## src/hw/rtl/rcca_pkg.sv

```systemverilog
// Shared constants and codes for the refcount compacting allocator.
`timescale 1ns / 1ps

package rcca_pkg;

   localparam int POOL_BYTES_DEF  = 4096;
   localparam int MAX_OBJECTS_DEF = 64;
   localparam int ID_BITS_DEF     = 16;

   localparam int FUNC_W   = 2;
   localparam int SIZE_W   = 13;
   localparam int OBJID_W  = 16;
   localparam int STATUS_W = 2;
   localparam int ADDR_W   = 12;
   localparam int COUNT_W  = 16;

   typedef enum logic [FUNC_W-1:0] {
      FN_INSERT   = 2'd0,
      FN_RETRIEVE = 2'd1,
      FN_ADD_REF  = 2'd2,
      FN_DROP_REF = 2'd3
   } func_type;

   typedef enum logic [STATUS_W-1:0] {
      ST_OK        = 2'd0,
      ST_NO_ROOM   = 2'd1,
      ST_NOT_FOUND = 2'd2,
      ST_FULL      = 2'd3
   } status_type;

endpackage

```

## src/hw/rtl/rcca_if.sv

```systemverilog
// Request and response channel interfaces of the allocator.
`timescale 1ns / 1ps

interface rcca_req_if;
   logic                        valid;
   logic                        ready;
   logic [rcca_pkg::FUNC_W-1:0]  func;
   logic [rcca_pkg::SIZE_W-1:0]  obj_size;
   logic [rcca_pkg::OBJID_W-1:0] obj_id;
   modport source (output valid, func, obj_size, obj_id, input ready);
   modport sink   (input valid, func, obj_size, obj_id, output ready);
endinterface

interface rcca_rsp_if;
   logic                          valid;
   logic                          ready;
   logic [rcca_pkg::STATUS_W-1:0] status;
   logic [rcca_pkg::OBJID_W-1:0]  new_id;
   logic [rcca_pkg::ADDR_W-1:0]   address;
   logic                          buffer_half;
   logic                          compacted;
   modport source (output valid, status, new_id, address, buffer_half, compacted,
                   input ready);
   modport sink   (input valid, status, new_id, address, buffer_half, compacted,
                   output ready);
endinterface

```

## src/hw/rtl/rcca_ram.sv

```systemverilog
// Generic single-write, single-read RAM with registered read data.
`timescale 1ns / 1ps

module rcca_ram #(
   parameter int WIDTH = 8,
   parameter int DEPTH = 4
) (
   input  logic                     clock,
   input  logic                     we,
   input  logic [$clog2(DEPTH)-1:0] waddr,
   input  logic [WIDTH-1:0]         wdata,
   input  logic [$clog2(DEPTH)-1:0] raddr,
   output logic [WIDTH-1:0]         rdata
);

   logic [WIDTH-1:0] mem [DEPTH];
   logic [WIDTH-1:0] rdata_ff;

   always_ff @(posedge clock) begin
      if (we) begin
         mem[waddr] <= wdata;
      end
      rdata_ff <= mem[raddr];
   end

   assign rdata = rdata_ff;

endmodule

```

## src/hw/rtl/refcount_compacting_allocator_unit.sv

```systemverilog
// Top level of the refcount compacting allocator.
`timescale 1ns / 1ps

// The unit keeps an ordered table of up to MAX_OBJECTS objects in a pool of
// POOL_BYTES bytes, in one RAM with a registered read port. Insert appends at
// the free offset; if the object does not fit or the table is full, a
// compaction pass first walks the table once, dropping entries with a zero
// count and repacking the rest from offset 0, and a second fit check follows.
// Retrieve, add and drop walk the table from entry 0 one entry per cycle
// through the RAM read port and stop at the first match. One request is
// worked on at a time: req ready is high only while the unit is idle, and a
// finished result sits in the response register so a new request can be
// taken while it waits. No clearing pass is needed after reset.
module refcount_compacting_allocator_unit #(
   parameter int POOL_BYTES  = rcca_pkg::POOL_BYTES_DEF,
   parameter int MAX_OBJECTS = rcca_pkg::MAX_OBJECTS_DEF,
   parameter int ID_BITS     = rcca_pkg::ID_BITS_DEF
) (
   input logic        clock,
   input logic        reset,
   rcca_req_if.sink   req_if,
   rcca_rsp_if.source rsp_if
);

   localparam int OFF_BITS = $clog2(POOL_BYTES + 1);
   localparam int IDX_BITS = $clog2(MAX_OBJECTS);
   localparam int CNT_BITS = $clog2(MAX_OBJECTS + 1);
   localparam int CW       = rcca_pkg::COUNT_W;
   localparam int ENTRY_W  = ID_BITS + 2 * OFF_BITS + CW;

   typedef enum logic [4:0] {
      S_IDLE    = 5'b00001,
      S_INSERT  = 5'b00010,
      S_COMPACT = 5'b00100,
      S_SCAN    = 5'b01000,
      S_FINISH  = 5'b10000
   } state_type;

   state_type state_ff, state_in;

   // bookkeeping registers
   logic [CNT_BITS-1:0] total_ff, total_in;
   logic [OFF_BITS-1:0] free_ff, free_in;
   logic [ID_BITS-1:0]  next_id_ff, next_id_in;
   logic                half_ff, half_in;

   // walk pointers for lookup and compaction
   logic [CNT_BITS-1:0] rd_ptr_ff, rd_ptr_in;
   logic [CNT_BITS-1:0] wr_ptr_ff, wr_ptr_in;
   logic [IDX_BITS-1:0] pend_idx_ff, pend_idx_in;
   logic                pend_ff, pend_in;
   logic [OFF_BITS-1:0] pos_ff, pos_in;

   // latched request and result
   logic [rcca_pkg::FUNC_W-1:0]   func_ff, func_in;
   logic [rcca_pkg::SIZE_W-1:0]   size_ff, size_in;
   logic [rcca_pkg::OBJID_W-1:0]  objid_ff, objid_in;
   logic [rcca_pkg::STATUS_W-1:0] res_status_ff, res_status_in;
   logic [rcca_pkg::OBJID_W-1:0]  res_id_ff, res_id_in;
   logic [rcca_pkg::ADDR_W-1:0]   res_addr_ff, res_addr_in;
   logic                          comp_ff, comp_in;

   // response register
   logic                          rsp_valid_ff, rsp_valid_in;
   logic [rcca_pkg::STATUS_W-1:0] rsp_status_ff;
   logic [rcca_pkg::OBJID_W-1:0]  rsp_id_ff;
   logic [rcca_pkg::ADDR_W-1:0]   rsp_addr_ff;
   logic                          rsp_half_ff, rsp_comp_ff;
   logic                          rsp_load;

   // RAM port
   logic                we;
   logic [IDX_BITS-1:0] waddr, raddr;
   logic [ENTRY_W-1:0]  wdata, rdata;

   // fields of the entry read back
   logic [ID_BITS-1:0]  rd_id;
   logic [OFF_BITS-1:0] rd_off, rd_size;
   logic [CW-1:0]       rd_count;
   logic [31:0]         rd_id_wide, rd_off_wide, next_id_wide, free_wide;
   logic [31:0]         fit_sum;
   logic                fits, room, id_match;
   logic [ID_BITS-1:0]  id_inc;
   logic [CW-1:0]       cnt_mod;

   assign rd_count = rdata[CW-1:0];
   assign rd_size  = rdata[CW +: OFF_BITS];
   assign rd_off   = rdata[CW + OFF_BITS +: OFF_BITS];
   assign rd_id    = rdata[ENTRY_W-1 -: ID_BITS];

   assign rd_id_wide   = 32'(rd_id);
   assign rd_off_wide  = 32'(rd_off);
   assign next_id_wide = 32'(next_id_ff);
   assign free_wide    = 32'(free_ff);
   assign fit_sum      = 32'(size_ff) + free_wide;
   assign fits         = fit_sum <= 32'(POOL_BYTES);
   assign room         = total_ff < CNT_BITS'(MAX_OBJECTS);
   assign id_match     = pend_ff && (rd_id_wide[15:0] == objid_ff);
   assign id_inc       = next_id_ff + ID_BITS'(1);

   // saturate add at the top, hold drop at zero
   always_comb begin
      cnt_mod = rd_count;
      if (func_ff == rcca_pkg::FN_ADD_REF) begin
         if (rd_count != {CW{1'b1}}) cnt_mod = rd_count + CW'(1);
      end else if (rd_count != '0) begin
         cnt_mod = rd_count - CW'(1);
      end
   end

   assign raddr    = rd_ptr_ff[IDX_BITS-1:0];
   assign rsp_load = (state_ff == S_FINISH) && (!rsp_valid_ff || rsp_if.ready);

   always_comb begin
      state_in      = state_ff;
      total_in      = total_ff;
      free_in       = free_ff;
      next_id_in    = next_id_ff;
      half_in       = half_ff;
      rd_ptr_in     = rd_ptr_ff;
      wr_ptr_in     = wr_ptr_ff;
      pend_idx_in   = pend_idx_ff;
      pend_in       = 1'b0;
      pos_in        = pos_ff;
      func_in       = func_ff;
      size_in       = size_ff;
      objid_in      = objid_ff;
      res_status_in = res_status_ff;
      res_id_in     = res_id_ff;
      res_addr_in   = res_addr_ff;
      comp_in       = comp_ff;
      we            = 1'b0;
      waddr         = total_ff[IDX_BITS-1:0];
      wdata         = {next_id_ff, free_ff, OFF_BITS'(size_ff), CW'(1)};

      unique case (state_ff)
         S_IDLE: begin
            if (req_if.valid) begin
               func_in       = req_if.func;
               size_in       = req_if.obj_size;
               objid_in      = req_if.obj_id;
               res_status_in = rcca_pkg::ST_OK;
               res_id_in     = '0;
               res_addr_in   = '0;
               comp_in       = 1'b0;
               rd_ptr_in     = '0;
               wr_ptr_in     = '0;
               pos_in        = '0;
               state_in      = (req_if.func == rcca_pkg::FN_INSERT) ? S_INSERT : S_SCAN;
            end
         end
         S_INSERT: begin
            if (fits && room) begin
               // append at the free offset and hand out the id
               we          = 1'b1;
               total_in    = total_ff + CNT_BITS'(1);
               free_in     = OFF_BITS'(fit_sum);
               res_id_in   = next_id_wide[15:0];
               res_addr_in = free_wide[rcca_pkg::ADDR_W-1:0];
               next_id_in  = (id_inc == '0) ? ID_BITS'(1) : id_inc;
               state_in    = S_FINISH;
            end else if (!comp_ff) begin
               comp_in  = 1'b1;
               state_in = S_COMPACT;
            end else begin
               res_status_in = fits ? rcca_pkg::ST_FULL : rcca_pkg::ST_NO_ROOM;
               state_in      = S_FINISH;
            end
         end
         S_COMPACT: begin
            // keep live entries, moving them down to the write pointer
            if (pend_ff && rd_count != '0) begin
               we        = 1'b1;
               waddr     = wr_ptr_ff[IDX_BITS-1:0];
               wdata     = {rd_id, pos_ff, rd_size, rd_count};
               wr_ptr_in = wr_ptr_ff + CNT_BITS'(1);
               pos_in    = pos_ff + rd_size;
            end
            if (rd_ptr_ff < total_ff) begin
               rd_ptr_in = rd_ptr_ff + CNT_BITS'(1);
               pend_in   = 1'b1;
            end else if (!pend_ff) begin
               total_in = wr_ptr_ff;
               free_in  = pos_ff;
               half_in  = ~half_ff;
               state_in = S_INSERT;
            end
         end
         S_SCAN: begin
            if (objid_ff != '0 && id_match) begin
               if (func_ff == rcca_pkg::FN_RETRIEVE) begin
                  res_addr_in = rd_off_wide[rcca_pkg::ADDR_W-1:0];
               end else begin
                  we    = 1'b1;
                  waddr = pend_idx_ff;
                  wdata = {rdata[ENTRY_W-1:CW], cnt_mod};
               end
               state_in = S_FINISH;
            end else if (objid_ff != '0 && rd_ptr_ff < total_ff) begin
               rd_ptr_in   = rd_ptr_ff + CNT_BITS'(1);
               pend_idx_in = rd_ptr_ff[IDX_BITS-1:0];
               pend_in     = 1'b1;
            end else begin
               res_status_in = rcca_pkg::ST_NOT_FOUND;
               state_in      = S_FINISH;
            end
         end
         S_FINISH: begin
            if (rsp_load) state_in = S_IDLE;
         end
         default: begin
            state_in = S_IDLE;
         end
      endcase
   end

   // hold the response until the sink takes the beat
   always_comb begin
      rsp_valid_in = rsp_valid_ff;
      if (rsp_if.ready) rsp_valid_in = 1'b0;
      if (rsp_load) rsp_valid_in = 1'b1;
   end

   always_ff @(posedge clock) begin
      if (reset) begin
         state_ff     <= S_IDLE;
         total_ff     <= '0;
         free_ff      <= '0;
         next_id_ff   <= ID_BITS'(1);
         half_ff      <= 1'b0;
         pend_ff      <= 1'b0;
         rsp_valid_ff <= 1'b0;
      end else begin
         state_ff     <= state_in;
         total_ff     <= total_in;
         free_ff      <= free_in;
         next_id_ff   <= next_id_in;
         half_ff      <= half_in;
         pend_ff      <= pend_in;
         rsp_valid_ff <= rsp_valid_in;
      end
   end

   always_ff @(posedge clock) begin
      rd_ptr_ff     <= rd_ptr_in;
      wr_ptr_ff     <= wr_ptr_in;
      pend_idx_ff   <= pend_idx_in;
      pos_ff        <= pos_in;
      func_ff       <= func_in;
      size_ff       <= size_in;
      objid_ff      <= objid_in;
      res_status_ff <= res_status_in;
      res_id_ff     <= res_id_in;
      res_addr_ff   <= res_addr_in;
      comp_ff       <= comp_in;
      if (rsp_load) begin
         rsp_status_ff <= res_status_ff;
         rsp_id_ff     <= res_id_ff;
         rsp_addr_ff   <= res_addr_ff;
         rsp_half_ff   <= half_ff;
         rsp_comp_ff   <= comp_ff;
      end
   end

   rcca_ram #(
      .WIDTH(ENTRY_W),
      .DEPTH(MAX_OBJECTS)
   ) u_table (
      .clock(clock),
      .we(we),
      .waddr(waddr),
      .wdata(wdata),
      .raddr(raddr),
      .rdata(rdata)
   );

   assign req_if.ready       = (state_ff == S_IDLE);
   assign rsp_if.valid       = rsp_valid_ff;
   assign rsp_if.status      = rsp_status_ff;
   assign rsp_if.new_id      = rsp_id_ff;
   assign rsp_if.address     = rsp_addr_ff;
   assign rsp_if.buffer_half = rsp_half_ff;
   assign rsp_if.compacted   = rsp_comp_ff;

endmodule

```

## src/flat_wrapper.sv

```systemverilog
// flat-port wrapper written by rule: the top's interface ports become plain ports
module refcount_compacting_allocator_unit_flat 
#(
   parameter int POOL_BYTES  = rcca_pkg::POOL_BYTES_DEF,
   parameter int MAX_OBJECTS = rcca_pkg::MAX_OBJECTS_DEF,
   parameter int ID_BITS     = rcca_pkg::ID_BITS_DEF
)
  (clock, reset, req_if_valid, req_if_func, req_if_obj_size, req_if_obj_id, req_if_ready, rsp_if_valid, rsp_if_status, rsp_if_new_id, rsp_if_address, rsp_if_buffer_half, rsp_if_compacted, rsp_if_ready);
  rcca_req_if req_if_i ();
  rcca_rsp_if rsp_if_i ();
  input logic clock;
  input logic reset;
  input wire logic [$bits(req_if_i.valid)-1:0] req_if_valid;
  input wire logic [$bits(req_if_i.func)-1:0] req_if_func;
  input wire logic [$bits(req_if_i.obj_size)-1:0] req_if_obj_size;
  input wire logic [$bits(req_if_i.obj_id)-1:0] req_if_obj_id;
  output wire logic [$bits(req_if_i.ready)-1:0] req_if_ready;
  output wire logic [$bits(rsp_if_i.valid)-1:0] rsp_if_valid;
  output wire logic [$bits(rsp_if_i.status)-1:0] rsp_if_status;
  output wire logic [$bits(rsp_if_i.new_id)-1:0] rsp_if_new_id;
  output wire logic [$bits(rsp_if_i.address)-1:0] rsp_if_address;
  output wire logic [$bits(rsp_if_i.buffer_half)-1:0] rsp_if_buffer_half;
  output wire logic [$bits(rsp_if_i.compacted)-1:0] rsp_if_compacted;
  input wire logic [$bits(rsp_if_i.ready)-1:0] rsp_if_ready;
  assign req_if_i.valid = req_if_valid;
  assign req_if_i.func = req_if_func;
  assign req_if_i.obj_size = req_if_obj_size;
  assign req_if_i.obj_id = req_if_obj_id;
  assign req_if_ready = req_if_i.ready;
  assign rsp_if_valid = rsp_if_i.valid;
  assign rsp_if_status = rsp_if_i.status;
  assign rsp_if_new_id = rsp_if_i.new_id;
  assign rsp_if_address = rsp_if_i.address;
  assign rsp_if_buffer_half = rsp_if_i.buffer_half;
  assign rsp_if_compacted = rsp_if_i.compacted;
  assign rsp_if_i.ready = rsp_if_ready;
  refcount_compacting_allocator_unit #(.POOL_BYTES(POOL_BYTES), .MAX_OBJECTS(MAX_OBJECTS), .ID_BITS(ID_BITS)) u_core (.clock(clock), .reset(reset), .req_if(req_if_i), .rsp_if(rsp_if_i));
endmodule
```

## config.mk

```make
export PLATFORM = sky130hd
export DESIGN_NAME = refcount_compacting_allocator_unit_flat
export DESIGN_NICKNAME = d
export VERILOG_FILES = /design/src/hw/rtl/rcca_pkg.sv /design/src/hw/rtl/rcca_if.sv /design/src/hw/rtl/rcca_ram.sv /design/src/hw/rtl/refcount_compacting_allocator_unit.sv /design/src/flat_wrapper.sv
export SDC_FILE = /design/constraint.sdc
export NUM_CORES = 2
export LEC_CHECK = 0
export BUFFER_PORTS_ARGS = -buffer_cell sky130_fd_sc_hd__buf_2
export CAP_MARGIN = 25
export CORE_ASPECT_RATIO = 1.25
export CORE_UTILIZATION = 45
export DETAILED_ROUTE_END_ITERATION = 10
export GPL_ROUTABILITY_DRIVEN = 0
export SLEW_MARGIN = 30
export SYNTH_ARGS = -nofsm -noshare
export SYNTH_HDL_FRONTEND = slang
export SYNTH_SLANG_ARGS = --single-unit
```

## constraint.sdc

```tcl
create_clock -name clock -period 25.1 [get_ports clock]
set_input_delay 3.765 -clock clock [delete_from_list [all_inputs] [get_ports clock]]
set_output_delay 3.765 -clock clock [all_outputs]
set_load 0.05 [all_outputs]
```

# After elaboration in Yosys (flattened, before gate mapping)
# Memories as Yosys holds them, arrays and structs flattened. A register that Yosys moved wholly into a read port is not among the register bits.
# Cells that the tools add are included.
# W data, S select, Z words.
[word_totals] elab_cells=164 register_bits=171 ramBits=3712 in_bits=35 mem_count=1 output_inout_bits=34
[op_classes] addsub=8 n_bitwise=4 magnitude_cmp=3 n_reduce_logical=30 mux=71 eq_ne=24
[memory_table] memory="u_core.u_table.mem" depth=64 word_bits=58 read_ports=1 rd_ports_with_merged_regs=1 write_ports=1 line_no="rcca_ram.sv:16" source="logic [WIDTH-1:0] mem [DEPTH];"
[op_table] op="$mux W58" count=3
[op_table] op="$pmux W58 S2" count=1
[op_table] op="$mux W16" count=6
[op_table] op="$mux W13" count=5
[op_table] op="$mux W7" count=8
[op_table] op="$pmux W13 S2" count=2
[op_table] op="$mux W12" count=4
[op_table] op="$mux W5" count=8
[op_table] op="$pmux W12 S3" count=1
[op_table] op="$add A16 B1 Y16 const B" count=2
[op_table] op="$le A32 B13 Y1 const B" count=1
[op_table] op="$pmux W16 S2" count=1
[op_table] op="$reduce_bool A16 Y1" count=2
[op_table] op="$pmux W7 S2" count=2
[op_table] op="$pmux W5 S5" count=1
[op_table] op="$add A7 B1 Y7 const B" count=3
[op_table] op="$pmux W7 S3" count=1
[op_table] op="$mux W6" count=3
[op_table] op="$eq A16 B16 Y1" count=1
[op_table] op="$logic_not A16 Y1" count=1
[op_table] op="$ne A16 B16 Y1 const B" count=1
[op_table] op="$ne A2 B1 Y1 const B" count=8
[op_table] op="$sub A16 B1 Y16 const B" count=1
[op_table] op="$reduce_and A3 Y1" count=5
[op_table] op="other kinds (31)" count=69

# Longest topological paths before layout
[logic_depth] ltp_word=7 mapped_depth=12 mapped_depth_nobuf=11

# By module
# From an unflattened synthesis, not the netlist that was laid out.
[hier_totals] hier_cells=6981 area_unflattened_um2=151063.6
[by_module_without_submodules] mod="rcca_ram" cells_each=5998 n_inst=1 seq_area_each_um2=112628.0 area_per_inst_um2=141296.8
[by_module_without_submodules] mod="refcount_compacting_allocator_unit" cells_each=983 n_inst=1 seq_area_each_um2=4694.5 area_per_inst_um2=9766.9

# Worst setup path after synthesis
# No wires, ideal clock.
[synth_path] path_type="register to register" start="reg u_core.size_ff[0] (netlist bit)" end="mem u_core.u_table.mem[40][0] (netlist bit), enable pin" setup_time_ps=613 period_less_slack_ps=8900 slack_ps=16200 required_ps=24487 n_path_buf=1 arrival_ps=8287 path_stages_with_launch=12 path_cell_list="edfxtp_1 ha_1 fa_1 a21o_1 a221oi_2 nor2b_1 a22oi_1 nor4_4 a31oi_2 o31a_1 buf_4 nor4_1"
[synth_between] elab_chain_len=7
[synth_rtl] element="from (decl)" line_no="refcount_compacting_allocator_unit.sv:56" source="logic [rcca_pkg::SIZE_W-1:0] size_ff, size_in;"
[synth_rtl] element="from (signal assigned)" line_no="refcount_compacting_allocator_unit.sv:250" source="size_ff <= size_in;"
[synth_rtl] element="$add A13 B13 Y14" line_no="refcount_compacting_allocator_unit.sv:95" source="assign fit_sum = 32'(size_ff) + free_wide;"
[synth_rtl] element="$le A32 B13 Y1" line_no="refcount_compacting_allocator_unit.sv:96" source="assign fits = fit_sum <= 32'(POOL_BYTES);"
[synth_rtl] element="$logic_and A1 B1 Y1" line_no="refcount_compacting_allocator_unit.sv:153" source="if (fits && room) begin"
[synth_rtl] element="$mux W1" line_no="refcount_compacting_allocator_unit.sv:153"
[synth_rtl] element="$pmux W1 S3" line_no="refcount_compacting_allocator_unit.sv:136" source="unique case (state_ff)"
[synth_rtl] element="$mux W1" line_no="rcca_ram.sv:20" source="if (we) begin"
[synth_rtl] element="$mux W1 (not written as such)" line_no="rcca_ram.sv:21" source="mem[waddr] <= wdata;"
[synth_rtl] element="to (decl)" line_no="rcca_ram.sv:16"
# Every way passes these cells.

# Worst setup path in the final report
[layout_path] start="reg u_core.state_ff[2]" end="out req_if_ready"
[layout_between] elab_chain_len=1
[layout_rtl] element="from (decl)" line_no="refcount_compacting_allocator_unit.sv:39" source="state_type state_ff, state_in;"
[layout_rtl] element="from (signal assigned)" line_no="refcount_compacting_allocator_unit.sv:234" source="state_ff <= state_in;"
[layout_rtl] element="$eq A5 B1 Y1" line_no="refcount_compacting_allocator_unit.sv:277" source="assign req_if.ready = (state_ff == S_IDLE);"
[layout_rtl] element="to (decl)" line_no="flat_wrapper.sv:17" source="output wire logic [$bits(req_if_i.ready)-1:0] req_if_ready;"
# Every way passes these cells.

==> reports/qor.csv <==
stage,metric,value,unit
synthesis,Yosys reg bits,3876,
setup_path,CP peak stage delay,0.36,ns
die,IO Count,69,
synthesis,synth top area cells,"edfxtp_1, mux4_2, dfxtp_1",
clocking,Worst-Skew Late Latency,0.91,ns
synthesis,Mapped Nets,6401,
worst_hold_path,HP Class,reg -> reg,
routing,total wire length,407000,µm
synthesis,Synth area leader,edfxtp_1,
clocking,TritonCTS clock tree,yes,
clocking,"Clk pin slew, worst setup/hold paths",0.06,ns
setup_path,CP max FO,5,
routing,Initial DRT Pass Iterations,5,
setup_path,slowest cell on the critical path,dfxtp_1,
grt,GR Overflow Total,0,
synthesis,mux share of post-synthesis cell area,18.1,%
synthesis,main combinational cell family by area after synthesis,multiplexers,
setup_path,Worst setup SP type,flop,
placed_design,Post-DP HPWL,226000,µm
timing,RSZ-0062 raised after global routing,no,
placed_design,IO buf count,68,
die,Die H,646,µm
routing,routed vias,71100,
grt,pin count of the biggest net entering global routing,144,
clocking,clock tree buffer depth,4,
routing,number of remaining DRC errors,0,
placed_design,pre-CTS setup slack,19.03,ns
timing,fmax,166,MHz
setup_path,WP data arrival,2.26,ns
synthesis,cell with the most instances after synthesis,edfxtp_1,
synthesis,Yosys cell types,79,
timing,Final Hold Viols,0,
synthesis,Post-Synth Adder-Cell Area,0.337,%
pwr,Lkg Pwr,51.8,nW
cells_and_area,"Area growth, synth to finish",13.1,%
synthesis,Synth Flop Type,edfxtp_1,
clocking,postcts setup bufs,0,
die,die area,334000,µm²
setup_path,Setup CP Type,reg -> out,
run,Max-Cap Viols,0,
run_status,status,"finished, final reports clean",
synthesis,most frequent cells after synthesis,"edfxtp_1, mux4_2, clkbuf_1",
routing,"antenna viol nets, final",0,
setup_path,Setup crit end kind,output pin,
clocking,Sinks on Clock Net,3876,
timing,Setup TNS,0,ns
clocking,clk root buf,clkbuf_16,
timing,Slew headroom,30.5,%
clocking,post-CTS sizing,0,
timing,final setup margin,19.08,ns
grt,All-Layer GR Usage,24.4,%
clocking,total number of H-tree levels,5,
timing,Max Slew Vio Count,0,
cells_and_area,Filler cells,25600,
clocking,Num CTS Buffers,366,
timing,Worst Max-Slew Pin Slew,1.04,ns
die,Initial Util,45.2,%
setup_path,worst path required time,21.33,ns
timing,crit share post-route,24.0,%
placed_design,Placed Cells,10700,
cells_and_area,Non-Filler Instances,11400,
pwr,PwrDens,81.0,nW/µm²
synthesis,cell count after synthesis,6327,
grt,vias in the first global route,71400,
routing,Initial DRC Count,8794,
synthesis,asr flop ratio synth,0,%
timing,clock skew after layout,0.0434,ns
synthesis,top-area cell type share of the netlist area,76.0,%
die,Cell Rows,236,
routing,vias per inst,6.25,
synthesis,Post-Synth Simple-Gate Area,1.73,%
setup_path,critical path cell sequence,nor3_1 > nand3b_1 > inv_1 > buf_2,
grt,antenna violations before repair,24,
grt,first-pass GRT wire length,567000,µm
synthesis,syn_area_per_cell,23.6,µm²
routing,wire per inst,35.7,µm
cells_and_area,Finished Core Util,51.1,%
die,Die W,517,µm
synthesis,post-synthesis sequential area ratio,77.3,%
cells_and_area,nets,6760,
synthesis,area of the mapped netlist,149000,µm²
timing,Tmin final,6.02,ns
cells_and_area,layout cell share with drive strength beyond 1,31.3,%
synthesis,post-synthesis compound-gate area fraction,1.25,%
timing,# setup viols final,0,
synthesis,XOR/XNOR share of the synthesized area,0.282,%
clocking,hold-fix buffers at CTS,0,
synthesis,Post-synth EDFFs,3775,
die,core area,330000,µm²
synthesis,"Warnings, synthesis",0,
pwr,Peak supply drop,0.0545,mV
[sequential cells by signal, summed over array words and instances (netlist names), 2 cells and up]
register,cells
u_core.next_id_ff,16
u_core.func_ff,2
u_core.rsp_if.new_id,16
u_core.objid_ff,16
u_core.total_ff,7
u_core.free_ff,13
u_core.size_ff,13
u_core.pos_ff,13
u_core.pend_idx_ff,6
u_core.res_addr_ff,12
u_core.rsp_if.address,12
u_core.res_id_ff,16
u_core.u_table.mem,3648
u_core.res_status_ff,2
u_core.wr_ptr_ff,7
u_core.rd_ptr_ff,7
u_core.rsp_if.status,2
u_core.u_table.rdata,57
u_core.state_ff,5
[worst paths after layout]
path	cells after the start	endpoint	start	slack, ns
worst min-delay path	0	u_core.rsp_if.new_id[2]	u_core.res_id_ff[2]	0.42
worst max register to register	14	u_core.u_table.mem[23][19]	u_core.u_table.rdata[1]	19.11
worst max-delay path	4	req_if_ready	u_core.state_ff[2]	19.08
worst min register to register	0	u_core.rsp_if.new_id[2]	u_core.res_id_ff[2]	0.42
[where the power goes]
| part | total [W] | switching [W] | internal (W) |
|---|---|---|---|
| Sequential | 0.00715 | 0.0000724 | 0.00708 |
| Clock | 0.00564 | 0.00238 | 0.00325 |
| Combinational | 0.000892 | 0.000485 | 0.000407 |
[logic make-up (layout without fill, tap and decap cells)]
| kind of cell | after synthesis | after routing |
|---|---|---|
| multiplexers | 1206 | 1206 |
| AND/OR/NAND/NOR | 521 | 521 |
| adder cells (fa/ha/maj) | 39 | 39 |
| other | 0 | 9 |
| flip-flops | 3876 | 3876 |
| XOR/XNOR | 48 | 48 |
| AO/OA/AOI/OAI | 267 | 267 |
| buffers and inverters | 370 | 1022 |
[critical path: cells and delay by family (launching register included)]
kind                   cells  cell delay (ns)
buffers and inverters      2             0.50
flip-flops                 1             0.36
AND/OR/NAND/NOR            2             0.49
[metrics by stage]
step	area [µm²]	hold WS, ns	total power [W]
final	169000	0.421	0.0137
after CTS	169000	0.420	0.0138
after floorplan	149000	0.400	0.00787
after detailed placement	157000	0.405	0.00819
after global placement	156000	0.405	0.00818
after global routing	169000	0.420	0.0140
[placed cells by master, fill, tap and decap left out, types with 17 or more instances in the layout]
| cell type | n |
|---|---|
| edfxtp_1 | 3775 |
| mux4_2 | 1197 |
| clkbuf_16 | 375 |
| buf_4 | 232 |
| nand2_1 | 185 |
| dfxtp_1 | 101 |
| clkbuf_1 | 68 |
| buf_2 | 68 |
| nor2_1 | 67 |
| clkinv_2 | 64 |
| o21ai_0 | 60 |
| a21oi_1 | 58 |
| clkinv_1 | 56 |
| nor3_2 | 46 |
| bufinv_16 | 41 |
| ha_1 | 37 |
| xnor2_1 | 36 |
| nand3_1 | 34 |
| inv_1 | 32 |
| clkbuf_8 | 32 |
| nor3_1 | 27 |
| and2_1 | 26 |
| nand4_1 | 23 |
| a22oi_1 | 17 |
| or4_1 | 17 |
[layer usage]
layer | vias up | wire (µm) | track usage (%)
li1 | 28000 | - | -
met1 | 39400 | 157000 | 32.9
met2 | 3183 | 207000 | 41.2
met3 | 658 | 30600 | 3.73
met4 | 4 | 12600 | 7.03
met5 | - | 28 | 0
[layout make-up]
cell class,instances,area (µm²),area share [%]
antenna,9,22.5,0.0133
clock buffer,475,10100,5.97
clock inverter,186,2020,1.20
inverter,33,125,0.0741
multi-input combinational,2081,33100,19.6
sequential,3876,115000,68.3
tap,4403,5510,3.26
timing repair buffer,328,2590,1.53
Note: power is estimated with default switching activity, not from simulation.
